File: config.mk
export PLATFORM = sky130hd
export DESIGN_NAME = cmm_queue
export DESIGN_NICKNAME = d
export VERILOG_FILES = /design/src/cmm_pkg.sv /design/src/cmm_queue.sv
export SDC_FILE = /design/constraint.sdc
export NUM_CORES = 1
export LEC_CHECK = 0
export ABC_CLOCK_PERIOD_IN_PS = 17800
export BUFFER_PORTS_ARGS = -buffer_cell sky130_fd_sc_hd__clkbuf_2
export CAP_MARGIN = 20
export CORE_MARGIN = 5
export CORE_UTILIZATION = 55
export CTS_BUF_LIST = sky130_fd_sc_hd__clkbuf_4 sky130_fd_sc_hd__clkbuf_8
export DETAILED_ROUTE_END_ITERATION = 8
export PLACE_DENSITY = 0.83
export SYNTH_ARGS = -nofsm -noshare
export SYNTH_HDL_FRONTEND = slang
export SYNTH_SLANG_ARGS = --single-unit
File: constraint.sdc
create_clock -name clk -period 17.8 [get_ports clk]
set_input_delay 0 -clock clk [delete_from_list [all_inputs] [get_ports clk]]
set_output_delay 0 -clock clk [all_outputs]
set_load 0.02 [all_outputs]
File: src/cmm_pkg.sv
`timescale 1ns / 1ps

package cmm_pkg;

    localparam int VALUE_W = 64;
    localparam int ROWS_W  = 32;
    localparam int CNT_W   = 13;

    // Operation codes of an input word.
    localparam logic OP_SCAN = 1'b0;
    localparam logic OP_MARK = 1'b1;

    localparam logic [ROWS_W-1:0] ROWS_MAX = '1;

    typedef struct packed {
        logic               operation;
        logic [VALUE_W-1:0] value;
        logic               last;
    } cmm_item_t;

    typedef struct packed {
        logic [VALUE_W-1:0] lowest;
        logic [VALUE_W-1:0] highest;
        logic [ROWS_W-1:0]  row_count;
        logic [CNT_W-1:0]   distinct_count;
        logic [CNT_W-1:0]   table_size_used;
    } cmm_result_t;

    typedef struct packed {
        logic [VALUE_W-1:0] lowest;
        logic [VALUE_W-1:0] highest;
        logic [ROWS_W-1:0]  row_count;
    } cmm_stats_t;

    // One queue word: a mark (with its offset from the minimum) or the end
    // of a scan pass (with the final range of the column).
    typedef struct packed {
        logic               mark;
        logic               last;
        logic [VALUE_W-1:0] diff;
        cmm_stats_t         stats;
    } cmm_entry_t;

    typedef struct packed {
        logic valid;
        logic mark;
        logic last;
    } cmm_ctl_t;

endpackage

File: src/cmm_queue.sv
`timescale 1ns / 1ps

module cmm_queue (
    input  logic                clk,
    input  logic                rst_n,
    input  logic                push,
    input  cmm_pkg::cmm_entry_t push_entry,
    input  logic                pop,
    output logic                full,
    output logic                empty,
    output cmm_pkg::cmm_entry_t head
);

    cmm_pkg::cmm_entry_t entry_reg [2];
    logic                head_reg, head_next;
    logic [1:0]          count_reg, count_next;
    logic                tail;

    always_comb
    begin
        full  = (count_reg == 2'd2);
        empty = (count_reg == 2'd0);
        head  = entry_reg[head_reg];
        tail  = head_reg ^ count_reg[0];

        head_next = pop ? ~head_reg : head_reg;
        case ({push, pop})
            2'b10:   count_next = count_reg + 2'd1;
            2'b01:   count_next = count_reg - 2'd1;
            default: count_next = count_reg;
        endcase
    end

    always_ff @(posedge clk or negedge rst_n)
    begin
        if (!rst_n)
        begin
            head_reg  <= 1'b0;
            count_reg <= 2'd0;
        end
        else
        begin
            head_reg  <= head_next;
            count_reg <= count_next;
        end
    end

    always_ff @(posedge clk)
    begin
        if (push)
            entry_reg[tail] <= push_entry;
    end

endmodule

# Yosys cells after proc, flatten, opt, wreduce, memory -nomap -nowiden
# Memories as Yosys holds them, arrays and structs flattened.
# Cells that the tools add are included.
[op_classes]
muxes = 3
n_addsub = 2
bitwise_logic = 2
eq_ne = 3
reduce_logical = 2
[ops]
columns = ["operator", "count"]
rows = [
  ["$eq 2x2->1 const B", 2],
  ["$pmux 2 s2", 1],
  ["$add 2x1->2 const B", 1],
  ["$eq 2x1->1 const B", 1],
  ["$logic_not 2->1", 1],
  ["$mux 1", 2],
  ["$reduce_bool 2->1", 1],
  ["$sub 2x1->2 const B", 1],
  ["$not 1->1", 1],
  ["$xor 1x1->1", 1],
]
[totals]
ramBits = 452
input_bits = 230
mem_count = 1
regBits = 3
[memory_table]
columns = ["name", "depth", "word_bits", "read_ports", "rd_clocked_by_memory_dff", "write_ports", "line_no", "source"]
rows = [
  ["entry_reg", 2, 226, 1, 0, 1, "cmm_queue.sv:14", "cmm_pkg::cmm_entry_t entry_reg [2];"],
]

# Longest topological paths before layout
[depth]
depth_word = 2
mapped_depth = 5
ltp_nobuf = 5

# Worst setup path before layout
# OpenSTA, ideal clock, no wires.
[synth_path]
path_kind = "flip-flop to flip-flop"
from = "reg head_reg"
to = "mem entry_reg[0][0] in the netlist's numbering (enable)"
stages_incl_launch_ff = 4
path_buffers = 1
required_ns = 16.984
setup_ns = 0.816
slack_ns = 6.891
synth_period_minus_slack_ns = 10.909
t_arrival_ns = 10.093
path_cell_list = "dfrtp_1 > buf_6 > xor2_1 > nor2_1"
[synth_between]
elab_chain_cells = 1
[synth_lines]
columns = ["item", "line_no", "source"]
rows = [
  ["from (decl)", "cmm_queue.sv:15", "logic head_reg, head_next;"],
  ["from (signal assigned)", "cmm_queue.sv:43", "head_reg <= head_next;"],
  ["$xor 1x1->1", "cmm_queue.sv:24", "tail = head_reg ^ count_reg[0];"],
  ["to (decl)", "cmm_queue.sv:14", ""],
]
# Every way passes these cells.

# Final worst setup path
[layout_path]
from = "reg head_reg"
to = "mem entry_reg[0][122] in the netlist's numbering (enable)"
# Same word-level chain as after synthesis.

==> impl_metrics.tcl <==
set metrics [dict create \
    grt_pass1_wl_mm 64.2 \
    layout.nets 1692 \
    track_usage 0.252 \
    clkSinkCount 455 \
    clkPwrFrac 0.200 \
    crit_arrival_ps 4110 \
    final_common_cell "clkbuf_2" \
    fp.dieH_microns 184 \
    cap_violations 0 \
    die_w_microns 184 \
    start_kind "flop" \
    reg2reg_setup_slack_ps 13860 \
    grt-ovfl-total 0 \
    wl_mm 43.5 \
    fin_crit_ps 3940 \
    grt_setup_unrepaired "no" \
    coreArea_sq_mm 0.0297 \
    hold_violations 0 \
    post-route-util 0.766 \
    grt_max_degree 84 \
    largest_reg_flops 452 \
    drtIter0Drc 718 \
    min_from "push_entry[141]" \
    yosys_warnings 0 \
    p_sw_mw 1.49 \
    cts.repair.resized 0 \
    syn_inst 718 \
    reg2reg_from "head_reg" \
    hold_depth 2 \
    drv_slew 0 \
    p_comb_frac 0.373 \
    place_congestion 0.775 \
    path_clk_slew_ps 60 \
    ios 458 \
    final_cell_mix "clkbuf_2 (457), edfxtp_1 (452), dlygate4sd3_1 (230), mux2_2 (226), clkbuf_8 (73)" \
    use_met3 0.0815 \
    period_share 0.221 \
    use_met2 0.447 \
    ys_types 12 \
    grt_pass1_vias 11026 \
    hpwl_mm 24.6 \
    route.detailed.drc 0 \
    required_ps 17970 \
    hold_class "in -> reg" \
    reg2reg_to "entry_reg[0][122]" \
    ir_worst_vdd_uv 127 \
    ctsRootBufferMaster "clkbuf_8" \
    switching_share 0.366 \
    fmax_mhz 254 \
    critical_path_class "reg -> reg" \
    via_count 9948 \
    syn_area_per_cell_sq_um 23.1 \
    slew_headroom 0.268 \
    tritoncts "built" \
    pwr-share-seq 0.427 \
    rows 63 \
    first_pass_iters 4 \
    setup_viol 0 \
    synth_seq_cells 455 \
    cp-end-kind "flop" \
    layout-drive-gt1-share 0.529 \
    io_buffer_count 457 \
    run_status "completed" \
    dieArea_sq_mm 0.0338 \
    cts_max_path_buffers 3 \
    grt_antenna_before_repair 6 \
    syn_area_sq_mm 0.0166 \
    fin_area_sq_mm 0.0228 \
    place_area_sq_mm 0.0191 \
    via_per_inst 5.24 \
    p_int_mw 2.59 \
    initial_core_util 0.559 \
    cts-buffers-inserted 70 \
    r2r_cells 5 \
    p_leak_nw 8.80 \
    routedWlPerCell_microns 22.9 \
    holdPathEnd "entry_reg[1][141]" \
    htreeDepth 3 \
    ant_nets 0 \
    synth-seq-area-share 0.822 \
    syn_nets 949 \
    max_slew.worst_pin.slew_ps 1100 \
    tns_ps 0 \
    fin_skew_ps 37.2 \
    critPathMaxFanout 65 \
    powerDensity_mw_per_mm2 179 \
    clk_latency_ps 580 \
    syn_to_final_growth_pct 37.0 \
    grt-busiest-layer "met2" \
    grt_util_met1 0.282 \
]
==> final cells by class <==
| class | count | area (sq um) |
|---|---|---|
| sequential | 455 | 13700 |
| multi-input combinational | 237 | 2640 |
| inverter | 1 | 3.75 |
| antenna | 6 | 15.0 |
| clock inverter | 27 | 148 |
| fill | 1488 | 6960 |
| tap | 390 | 488 |
| clock buffer | 88 | 1120 |
| timing repair buffer | 696 | 4700 |
==> repair_timing <==
item / in CTS / in global routing
hold buffers: 230 / 0
setup buffers: 0 / 0
endpoints found under the hold margin: 475 / 0
==> power groups by stage <==
stage | combinational (mW) | clock (mW) | sequential, mW
after detailed placement | 1.42 | 0 | 1.77
after floorplan | 1.02 | 0 | 1.83
final | 1.52 | 0.815 | 1.74
after global routing | 1.60 | 0.887 | 1.77
after global placement | 1.41 | 0 | 1.74
after CTS | 1.47 | 0.811 | 1.75
==> through the flow <==
stage | hold slack, ps | setup slack [ps] | total power, mW | cells
finish | 146 | 13860 | 4.08 | 1900
global route | 119 | 13620 | 4.26 | 1900
CTS | 108 | 13640 | 4.04 | 1892
detailed placement | -198 | 13650 | 3.19 | 1547
global placement | -194 | 13640 | 3.16 | 1547
floorplan | -296 | 6890 | 2.85 | 718
==> critical path, stage by stage (launching register included) <==
cell and delay, ps:
dfrtp_4 760, buf_16 320, xor2_1 180, nor2_4 650, buf_4 730, buf_4 820
==> logic make-up after synthesis <==
family | share of synthesized area
multiplexers | 0.153
adder cells (fa/ha/maj) | 0.000753
flip-flops | 0.822
buffers and inverters | 0.0200
XOR/XNOR | 0.00264
AND/OR/NAND/NOR | 0.00143
==> routing by layer <==
metal  part of all wire  vias to the layer above
met2               0.53                      597
met1               0.34                     4864
met5                  0                        -
li1                   -                     4371
met3              0.095                      116
met4              0.038                        0
==> synthesized netlist by cell type <==
master,instances,area share
edfxtp_1,452,0.82
mux2_2,226,0.15
clkbuf_8,19,0.016
buf_6,6,0.0041
dfrtp_1,3,0.0045
nor2_1,3,0.00068
xor2_1,3,0.0016
xnor2_1,2,0.0011
and2_1,1,0.00038
ha_1,1,0.00075
inv_1,1,0.00023
nor2b_1,1,0.00038
==> worst max path at each step <==
stage / from / to / slack (ps) / cells past startpoint
3_3_place_gp: head_reg / entry_reg[0][135] / 13640 / 4
4_1_cts: head_reg / entry_reg[0][32] / 13640 / 4
2_1_floorplan: head_reg / entry_reg[0][0] / 6890 / 3
3_5_place_dp: head_reg / entry_reg[0][135] / 13650 / 4
5_1_grt: head_reg / entry_reg[0][55] / 13620 / 5
6_report: head_reg / entry_reg[0][122] / 13860 / 5
Power figures use the tool's default switching activity.
