[config.mk]
export PLATFORM = sky130hd
export DESIGN_NAME = cmm_mod
export DESIGN_NICKNAME = d
export VERILOG_FILES = /design/src/cmm_pkg.sv /design/src/cmm_mod.sv
export SDC_FILE = /design/constraint.sdc
export NUM_CORES = 2
export LEC_CHECK = 0
export BUFFER_PORTS_ARGS = -buffer_cell sky130_fd_sc_hd__clkbuf_2
export CAP_MARGIN = 20
export CELL_PAD_IN_SITES_DETAIL_PLACEMENT = 0
export CELL_PAD_IN_SITES_GLOBAL_PLACEMENT = 1
export CORE_AREA = 8 8 467 469
export DETAILED_ROUTE_END_ITERATION = 12
export DIE_AREA = 0 0 475 477
export PLACE_DENSITY = 0.81
export SLEW_MARGIN = 20
export SYNTH_ARGS = -nofsm -noshare
export SYNTH_HDL_FRONTEND = slang
export SYNTH_SLANG_ARGS = --single-unit
export TNS_END_PERCENT = 10
[constraint.sdc]
create_clock -name clk -period 26.4 [get_ports clk]
set_input_delay 1.32 -clock clk [delete_from_list [all_inputs] [get_ports clk]]
set_output_delay 1.32 -clock clk [all_outputs]
set_load 0.1 [all_outputs]
[src/cmm_pkg.sv]
`timescale 1ns / 1ps

package cmm_pkg;

    localparam int VALUE_W = 64;
    localparam int ROWS_W  = 32;
    localparam int CNT_W   = 13;

    // Operation codes of an input word.
    localparam logic OP_SCAN = 1'b0;
    localparam logic OP_MARK = 1'b1;

    localparam logic [ROWS_W-1:0] ROWS_MAX = '1;

    typedef struct packed {
        logic               operation;
        logic [VALUE_W-1:0] value;
        logic               last;
    } cmm_item_t;

    typedef struct packed {
        logic [VALUE_W-1:0] lowest;
        logic [VALUE_W-1:0] highest;
        logic [ROWS_W-1:0]  row_count;
        logic [CNT_W-1:0]   distinct_count;
        logic [CNT_W-1:0]   table_size_used;
    } cmm_result_t;

    typedef struct packed {
        logic [VALUE_W-1:0] lowest;
        logic [VALUE_W-1:0] highest;
        logic [ROWS_W-1:0]  row_count;
    } cmm_stats_t;

    // One queue word: a mark (with its offset from the minimum) or the end
    // of a scan pass (with the final range of the column).
    typedef struct packed {
        logic               mark;
        logic               last;
        logic [VALUE_W-1:0] diff;
        cmm_stats_t         stats;
    } cmm_entry_t;

    typedef struct packed {
        logic valid;
        logic mark;
        logic last;
    } cmm_ctl_t;

endpackage

[src/cmm_mod.sv]
`timescale 1ns / 1ps

module cmm_mod #(
    parameter int BITMAP_SIZE = 4096
) (
    input  logic                              clk,
    input  logic                              rst_n,
    input  logic                              adv,
    input  logic                              in_valid,
    input  cmm_pkg::cmm_entry_t               in_entry,
    output cmm_pkg::cmm_ctl_t                 out_ctl,
    output cmm_pkg::cmm_stats_t               out_stats,
    output logic [$clog2(BITMAP_SIZE+1)-1:0]  out_idx,
    output logic [$clog2(BITMAP_SIZE+1)-1:0]  out_size
);

    localparam int TW     = $clog2(BITMAP_SIZE + 1);
    localparam int STEP_W = 8;
    localparam int NST    = cmm_pkg::VALUE_W / STEP_W;
    localparam int VW     = cmm_pkg::VALUE_W;

    // Eight restoring remainder steps; the remainder stays below the divisor.
    function automatic logic [TW-1:0] rem_step(input logic [TW-1:0]     r_in,
                                               input logic [STEP_W-1:0] bits,
                                               input logic [TW-1:0]     d);
        logic [TW:0]   t;
        logic [TW-1:0] r;
        r = r_in;
        for (int i = STEP_W - 1; i >= 0; i--)
        begin
            t = {r, bits[i]};
            if (t >= {1'b0, d})
                t = t - {1'b0, d};
            r = t[TW-1:0];
        end
        return r;
    endfunction

    logic [TW-1:0]       ts_reg, ts_next;
    logic [VW-1:0]       span;
    logic [TW-1:0]       span_size;
    logic [TW-1:0]       in_d;
    logic                in_zero;

    cmm_pkg::cmm_ctl_t   ctl_reg   [NST];
    cmm_pkg::cmm_stats_t stats_reg [NST];
    logic [TW-1:0]       rem_reg   [NST];
    logic [VW-1:0]       div_reg   [NST];
    logic [TW-1:0]       d_reg     [NST];
    logic                zero_reg  [NST];

    always_comb
    begin
        span = in_entry.stats.highest - in_entry.stats.lowest + 1'b1;
        // A full 64-bit range wraps to zero and takes the whole bitmap.
        if (span == '0 || span >= VW'(BITMAP_SIZE))
            span_size = TW'(BITMAP_SIZE);
        else
            span_size = span[TW-1:0];

        ts_next = ts_reg;
        if (adv && in_valid && !in_entry.mark)
            ts_next = span_size;

        in_zero = (ts_reg == '0);
        in_d    = in_zero ? TW'(1) : ts_reg;

        out_ctl   = ctl_reg[NST-1];
        out_stats = stats_reg[NST-1];
        out_idx   = rem_reg[NST-1];
        out_size  = zero_reg[NST-1] ? '0 : d_reg[NST-1];
    end

    always_ff @(posedge clk or negedge rst_n)
    begin
        if (!rst_n)
        begin
            ts_reg <= '0;
            for (int k = 0; k < NST; k++)
                ctl_reg[k] <= '0;
        end
        else
        begin
            ts_reg <= ts_next;
            if (adv)
            begin
                ctl_reg[0].valid <= in_valid;
                ctl_reg[0].mark  <= in_entry.mark;
                ctl_reg[0].last  <= in_entry.last;
                for (int k = 1; k < NST; k++)
                    ctl_reg[k] <= ctl_reg[k-1];
            end
        end
    end

    always_ff @(posedge clk)
    begin
        if (adv)
        begin
            stats_reg[0] <= in_entry.stats;
            rem_reg[0]   <= rem_step('0, in_entry.diff[VW-1 -: STEP_W], in_d);
            div_reg[0]   <= in_entry.diff << STEP_W;
            d_reg[0]     <= in_d;
            zero_reg[0]  <= in_zero;
            for (int k = 1; k < NST; k++)
            begin
                stats_reg[k] <= stats_reg[k-1];
                rem_reg[k]   <= rem_step(rem_reg[k-1], div_reg[k-1][VW-1 -: STEP_W],
                                         d_reg[k-1]);
                div_reg[k]   <= div_reg[k-1] << STEP_W;
                d_reg[k]     <= d_reg[k-1];
                zero_reg[k]  <= zero_reg[k-1];
            end
        end
    end

    a_rem_below_size: assert property (@(posedge clk) disable iff (!rst_n)
        ctl_reg[NST-1].valid && ctl_reg[NST-1].mark |-> rem_reg[NST-1] < d_reg[NST-1])
        else $error("bitmap index not below table size");

endmodule

* After elaboration in Yosys (flattened, before gate mapping) *
Memories as Yosys holds them, arrays and structs flattened.
Index checks and enable logic that the tools add are counted.

word-level totals
  bits in registers = 37
  bits in writable memories = 1944
  input port bits = 230
  output and inout port bits = 189
  memories kept = 5

memories
  name       depth  bits a word  rd ports  clocked after memory_dff  write ports  RTL line       text
  stats_reg  8      160          8         0                         8            cmm_mod.sv:46  cmm_pkg::cmm_stats_t stats_reg [NST];
  div_reg    8      56           7         0                         8            cmm_mod.sv:48  logic [VW-1:0] div_reg [NST];
  d_reg      8      13           8         0                         8            cmm_mod.sv:49  logic [TW-1:0] d_reg [NST];
  rem_reg    8      13           8         0                         8            cmm_mod.sv:47  logic [TW-1:0] rem_reg [NST];
  zero_reg   8      1            8         0                         8            cmm_mod.sv:50  logic zero_reg [NST];

operators by class
  add/sub/neg operators = 66
  magnitude comparators = 65
  muxes and demuxes = 133
  reduce and logical (&&, ||, !) cells = 6

operators by type and width
  cell                     number
  $mux W13                 131
  $ge A14 B13 Y1           63
  $sub A13 B13 Y13         63
  $add A64 B1 Y64 const B  1
  $ge A64 B13 Y1 const B   1
  $logic_not A64 Y1        1
  $sub A64 B64 Y64         1
  $ge A1 B13 Y1            1
  $logic_not A13 Y1        1
  $sub A1 B13 Y13          1
  $logic_and A1 B1 Y1      2
  $mux W1                  2
  $logic_not A1 Y1         1
  $logic_or A1 B1 Y1       1

* Logic depth before layout (Yosys ltp) *
  depth in word-level cells = 26
  depth in mapped cells = 108
  depth with buffers taken out = 97

* Worst setup path before layout *
OpenSTA, ideal clock, no wires.

  path type = reg2reg
  start point = memory d_reg[1][14] (netlist bit)
  end point = memory rem_reg[1][29] (netlist bit) (data pin)
  library setup time = 260 ps
  arrival time = 21210 ps
  setup slack = 4930 ps
  stages on the path, launching flop included = 102
  path buffers = 12
  path through = edfxtp_1 inv_1 fa_1 a21o_1 a221oi_2 a211oi_1 o22ai_1 clkbuf_1 mux2_2 ha_1 nand3_1 nor3_1 a2111oi_0 nand3_1 a31o_2 nor2_1 clkbuf_1 mux2_2 (+66 left out) nor2b_1 clkbuf_1 or2_2 o21ai_0 fa_1 a21o_1 a21oi_1 o22ai_1 nor2_1 nor2b_1 o21a_1 o21a_1 o21ai_0 nand2_1 a221o_1 a221oi_2 buf_2 mux2_2

RTL lines
  item         RTL line
  from (decl)  cmm_mod.sv:49
  to (decl)    cmm_mod.sv:47

==> flow_summary_export.csv <==
group,metric,value,unit
sta,max_slew_margin,24.88,%
global_route,top_usage_layer,"met2",
clock_network,htree_levels,4,
synth,yosys-top-cells-area,"edfxtp_1 (48%), ha_1 (11%), mux2_2 (3.7%), a21oi_1 (2.8%), xnor2_1 (2.8%)",
synth,synth_flop_cell,"edfxtp_1",
sta,setup_viol,0,
synth,synthesis.area,106500,sq um
clock_network,cts-root-buf,"clkbuf_16",
setup_path,critPathSlowestCell,"o31ai_1",
sta,grt_setup_unrepaired,"false",
setup_path,worstSetupEndpointType,"register",
sta,finalHoldViolations,0,
setup_path,required,26.99,ns
synth,syn_avg_cell_area,11.51,sq um
placed_design,place_area,110900,sq um
synth,yosys_warnings,0,
global_route,grt_pass1_wl,405000,um
setup_path,arrival,25.41,ns
cells_and_area,finalNetCount,10859,
sta,worst_slew_pin_slew,1.127,ns
synth,synthCells,9258,
drt,drcViolationCount,0,
placed_design,gp_congestion,0.9075,
setup_path,path_max_fanout,19,
synth,ys_seq_area_share,49.36,%
clock_network,path_clk_slew,0.06,ns
drt,ant_nets,0,
synth,async_flop_share,2.106,%
synth,synth_seq_cells,1757,
drt,drt_iter0_markers,5432,
synth,synth_nets,10498,
global_route,track_usage,22.60,%
sta,tns,0,ns
sta,max_freq,0.04029,GHz
synth,synth_top_area_cell,"edfxtp_1",
setup_path,reg2regPathDepth,89,
sta,slew_violations,0,
die,row_count,169,
global_route,grt_pass1_vias,70896,
clock_network,cts.sinks,1757,
clock_network,clockBufferDepth,3,
placed_design,dp_hpwl,202900,um
global_route,antenna_found_initial,30,
clock_network,cts_buffers,179,
cells_and_area,areaGrowthSynthToFinish,9.917,%
cells_and_area,largest_register_ffs,1280,
setup_path,slowest_delay,0.82,ns
job,maxCapViolCount,0,
die,die_y,477,um
die,dieArea,226600,sq um
die,chipWidth,475,um
sta,min_period,24.82,ns
run_status,status,"finished, final reports clean",
min_path,hold_class,"register to register",
sta,finClkSkew,0.07170,ns
clock_network,clock_latency,0.88,ns
cells_and_area,drive_above_1_share,12.76,%
clock_network,cts_tree,"built",
setup_path,critPathLaunchType,"register",
drt,wirelength,265600,um
drt,first_pass_iters,6,
synth,synthDistinctLibCells,101,
cells_and_area,multiInputGateArea,49810,sq um
cells_and_area,final_area,117100,sq um
die,ios,419,
synth,yosys.area.top_type_share,48.49,%
cells_and_area,nFillCells,17661,
drt,wl_per_cell,21.06,um
drt,via_per_inst,5.759,
synth,synth-edff-count,1720,
drt,via_count,72617,
global_route,met3_usage,2.729,%
setup_path,crit_type,"register to register",
placed_design,portBuffers,418,
global_route,grtUsageMet2,38.21,%
global_route,grt_max_degree,208,
min_path,hold_path_depth,0,
global_route,grt.overflow.total,0,
cells_and_area,seq_area,52580,sq um
die,start_util,50.53,%
global_route,met1_usage,29.33,%
die,core-area,210800,sq um
sta,fin_crit_sh,94.03,%
==> cell usage in the layout (no fill, tap or decap), types with 81 or more instances in the layout <==
cell type and instances:
edfxtp_1 1720, ha_1 946, a21oi_1 605, inv_1 599, nor2_1 557, nand2_1 524
o21ai_0 496, clkbuf_2 416, mux2_2 350, xnor2_1 342, a21o_1 273, xor2_1 237
clkbuf_16 181, mux2i_1 179, nor3_1 161, nor2b_1 159, nand4_1 154, nand3_1 130
o21a_1 126, nand2b_1 119, buf_4 81
==> cell type report <==
type / count / area share [%]
antenna: 15 / 0.03206
clock buffer: 223 / 4.041
clock inverter: 112 / 1.156
inverter: 601 / 1.930
multi-input combinational: 6576 / 42.54
sequential: 1757 / 44.90
tap: 2821 / 3.015
timing repair buffer: 504 / 2.382
==> metrics by stage <==
stage	hold slack, ns	cells	util [%]	worst slack (ns)
final	0.3860	12609	55.54	1.577
after global routing	0.3961	12608	55.54	0.08317
after CTS	0.3829	12583	55.47	1.199
after detailed placement	0.4045	12248	52.59	1.329
after global placement	0.4001	12246	52.57	0.9826
after floorplan	0.4003	9258	-	4.930
==> path summary, 6_finish.rpt <==
kind,from,end,slack (ns)
min in group asynchronous,rst_n,out_ctl[1],0.56
setup / recovery,d_reg[1][0],rem_reg[1][23],1.58
hold / removal,stats_reg[0][149],stats_reg[0][309],0.39
max in group asynchronous,rst_n,ts_reg[10],25.24
hold reg to reg,stats_reg[0][149],stats_reg[0][309],0.39
setup reg to reg,d_reg[1][0],rem_reg[1][23],1.58
==> routing by layer <==
layer / routed length [um] / vias up
met2: 127900 / 1746
met4: 11650 / 2
li1: - / 35507
met1: 114900 / 34915
met5: 13 / -
met3: 11120 / 447
==> Yosys cell counts, types with 73 or more instances <==
cell type / number
edfxtp_1: 1720
ha_1: 946
a21oi_1: 605
inv_1: 600
nor2_1: 558
nand2_1: 524
o21ai_0: 496
mux2_2: 350
xnor2_1: 342
a21o_1: 273
xor2_1: 237
mux2i_1: 181
buf_4: 176
nor3_1: 161
nor2b_1: 159
nand4_1: 154
nand3_1: 130
o21a_1: 126
clkbuf_1: 122
nand2b_1: 120
a211oi_1: 75
o31ai_1: 73
==> cell families (layout without fill, tap and decap cells) <==
group | Yosys count | count (layout) | synth area share, %
and+or+nand+nor | 2163 | 2163 | 10.03
adders and majority gates | 1010 | 1010 | 12.31
AOI/OAI and AO/OA | 2282 | 2282 | 14.08
muxes | 542 | 542 | 5.551
other | 0 | 15 | 0
DFF | 1757 | 1757 | 49.36
xor gates and xnor gates | 579 | 579 | 4.761
buffers and inverters | 925 | 1440 | 3.907
==> critical path, delay by kind of cell (launching register included) <==
kind                     cells  cell delay (ns)
AO/OA/AOI/OAI               48            13.06
adder cells (fa/ha/maj)      9             3.49
AND/OR/NAND/NOR             15             3.48
multiplexers                 8             2.15
buffers and inverters        9             1.62
flip-flops                   1             0.70
==> repair_timing <==
item / 4_1_cts / 5_1_grt
endpoints found under the hold margin: 0 / 0
resized for setup: 0 / 3
buffers inserted: 0 / 11
endpoints found under the setup margin: 0 / 13
hold buffers: 0 / 0
Power is left out: the tool's default activity adds up to more than one toggle a clock period on the data nets, which glitch-free logic cannot reach.
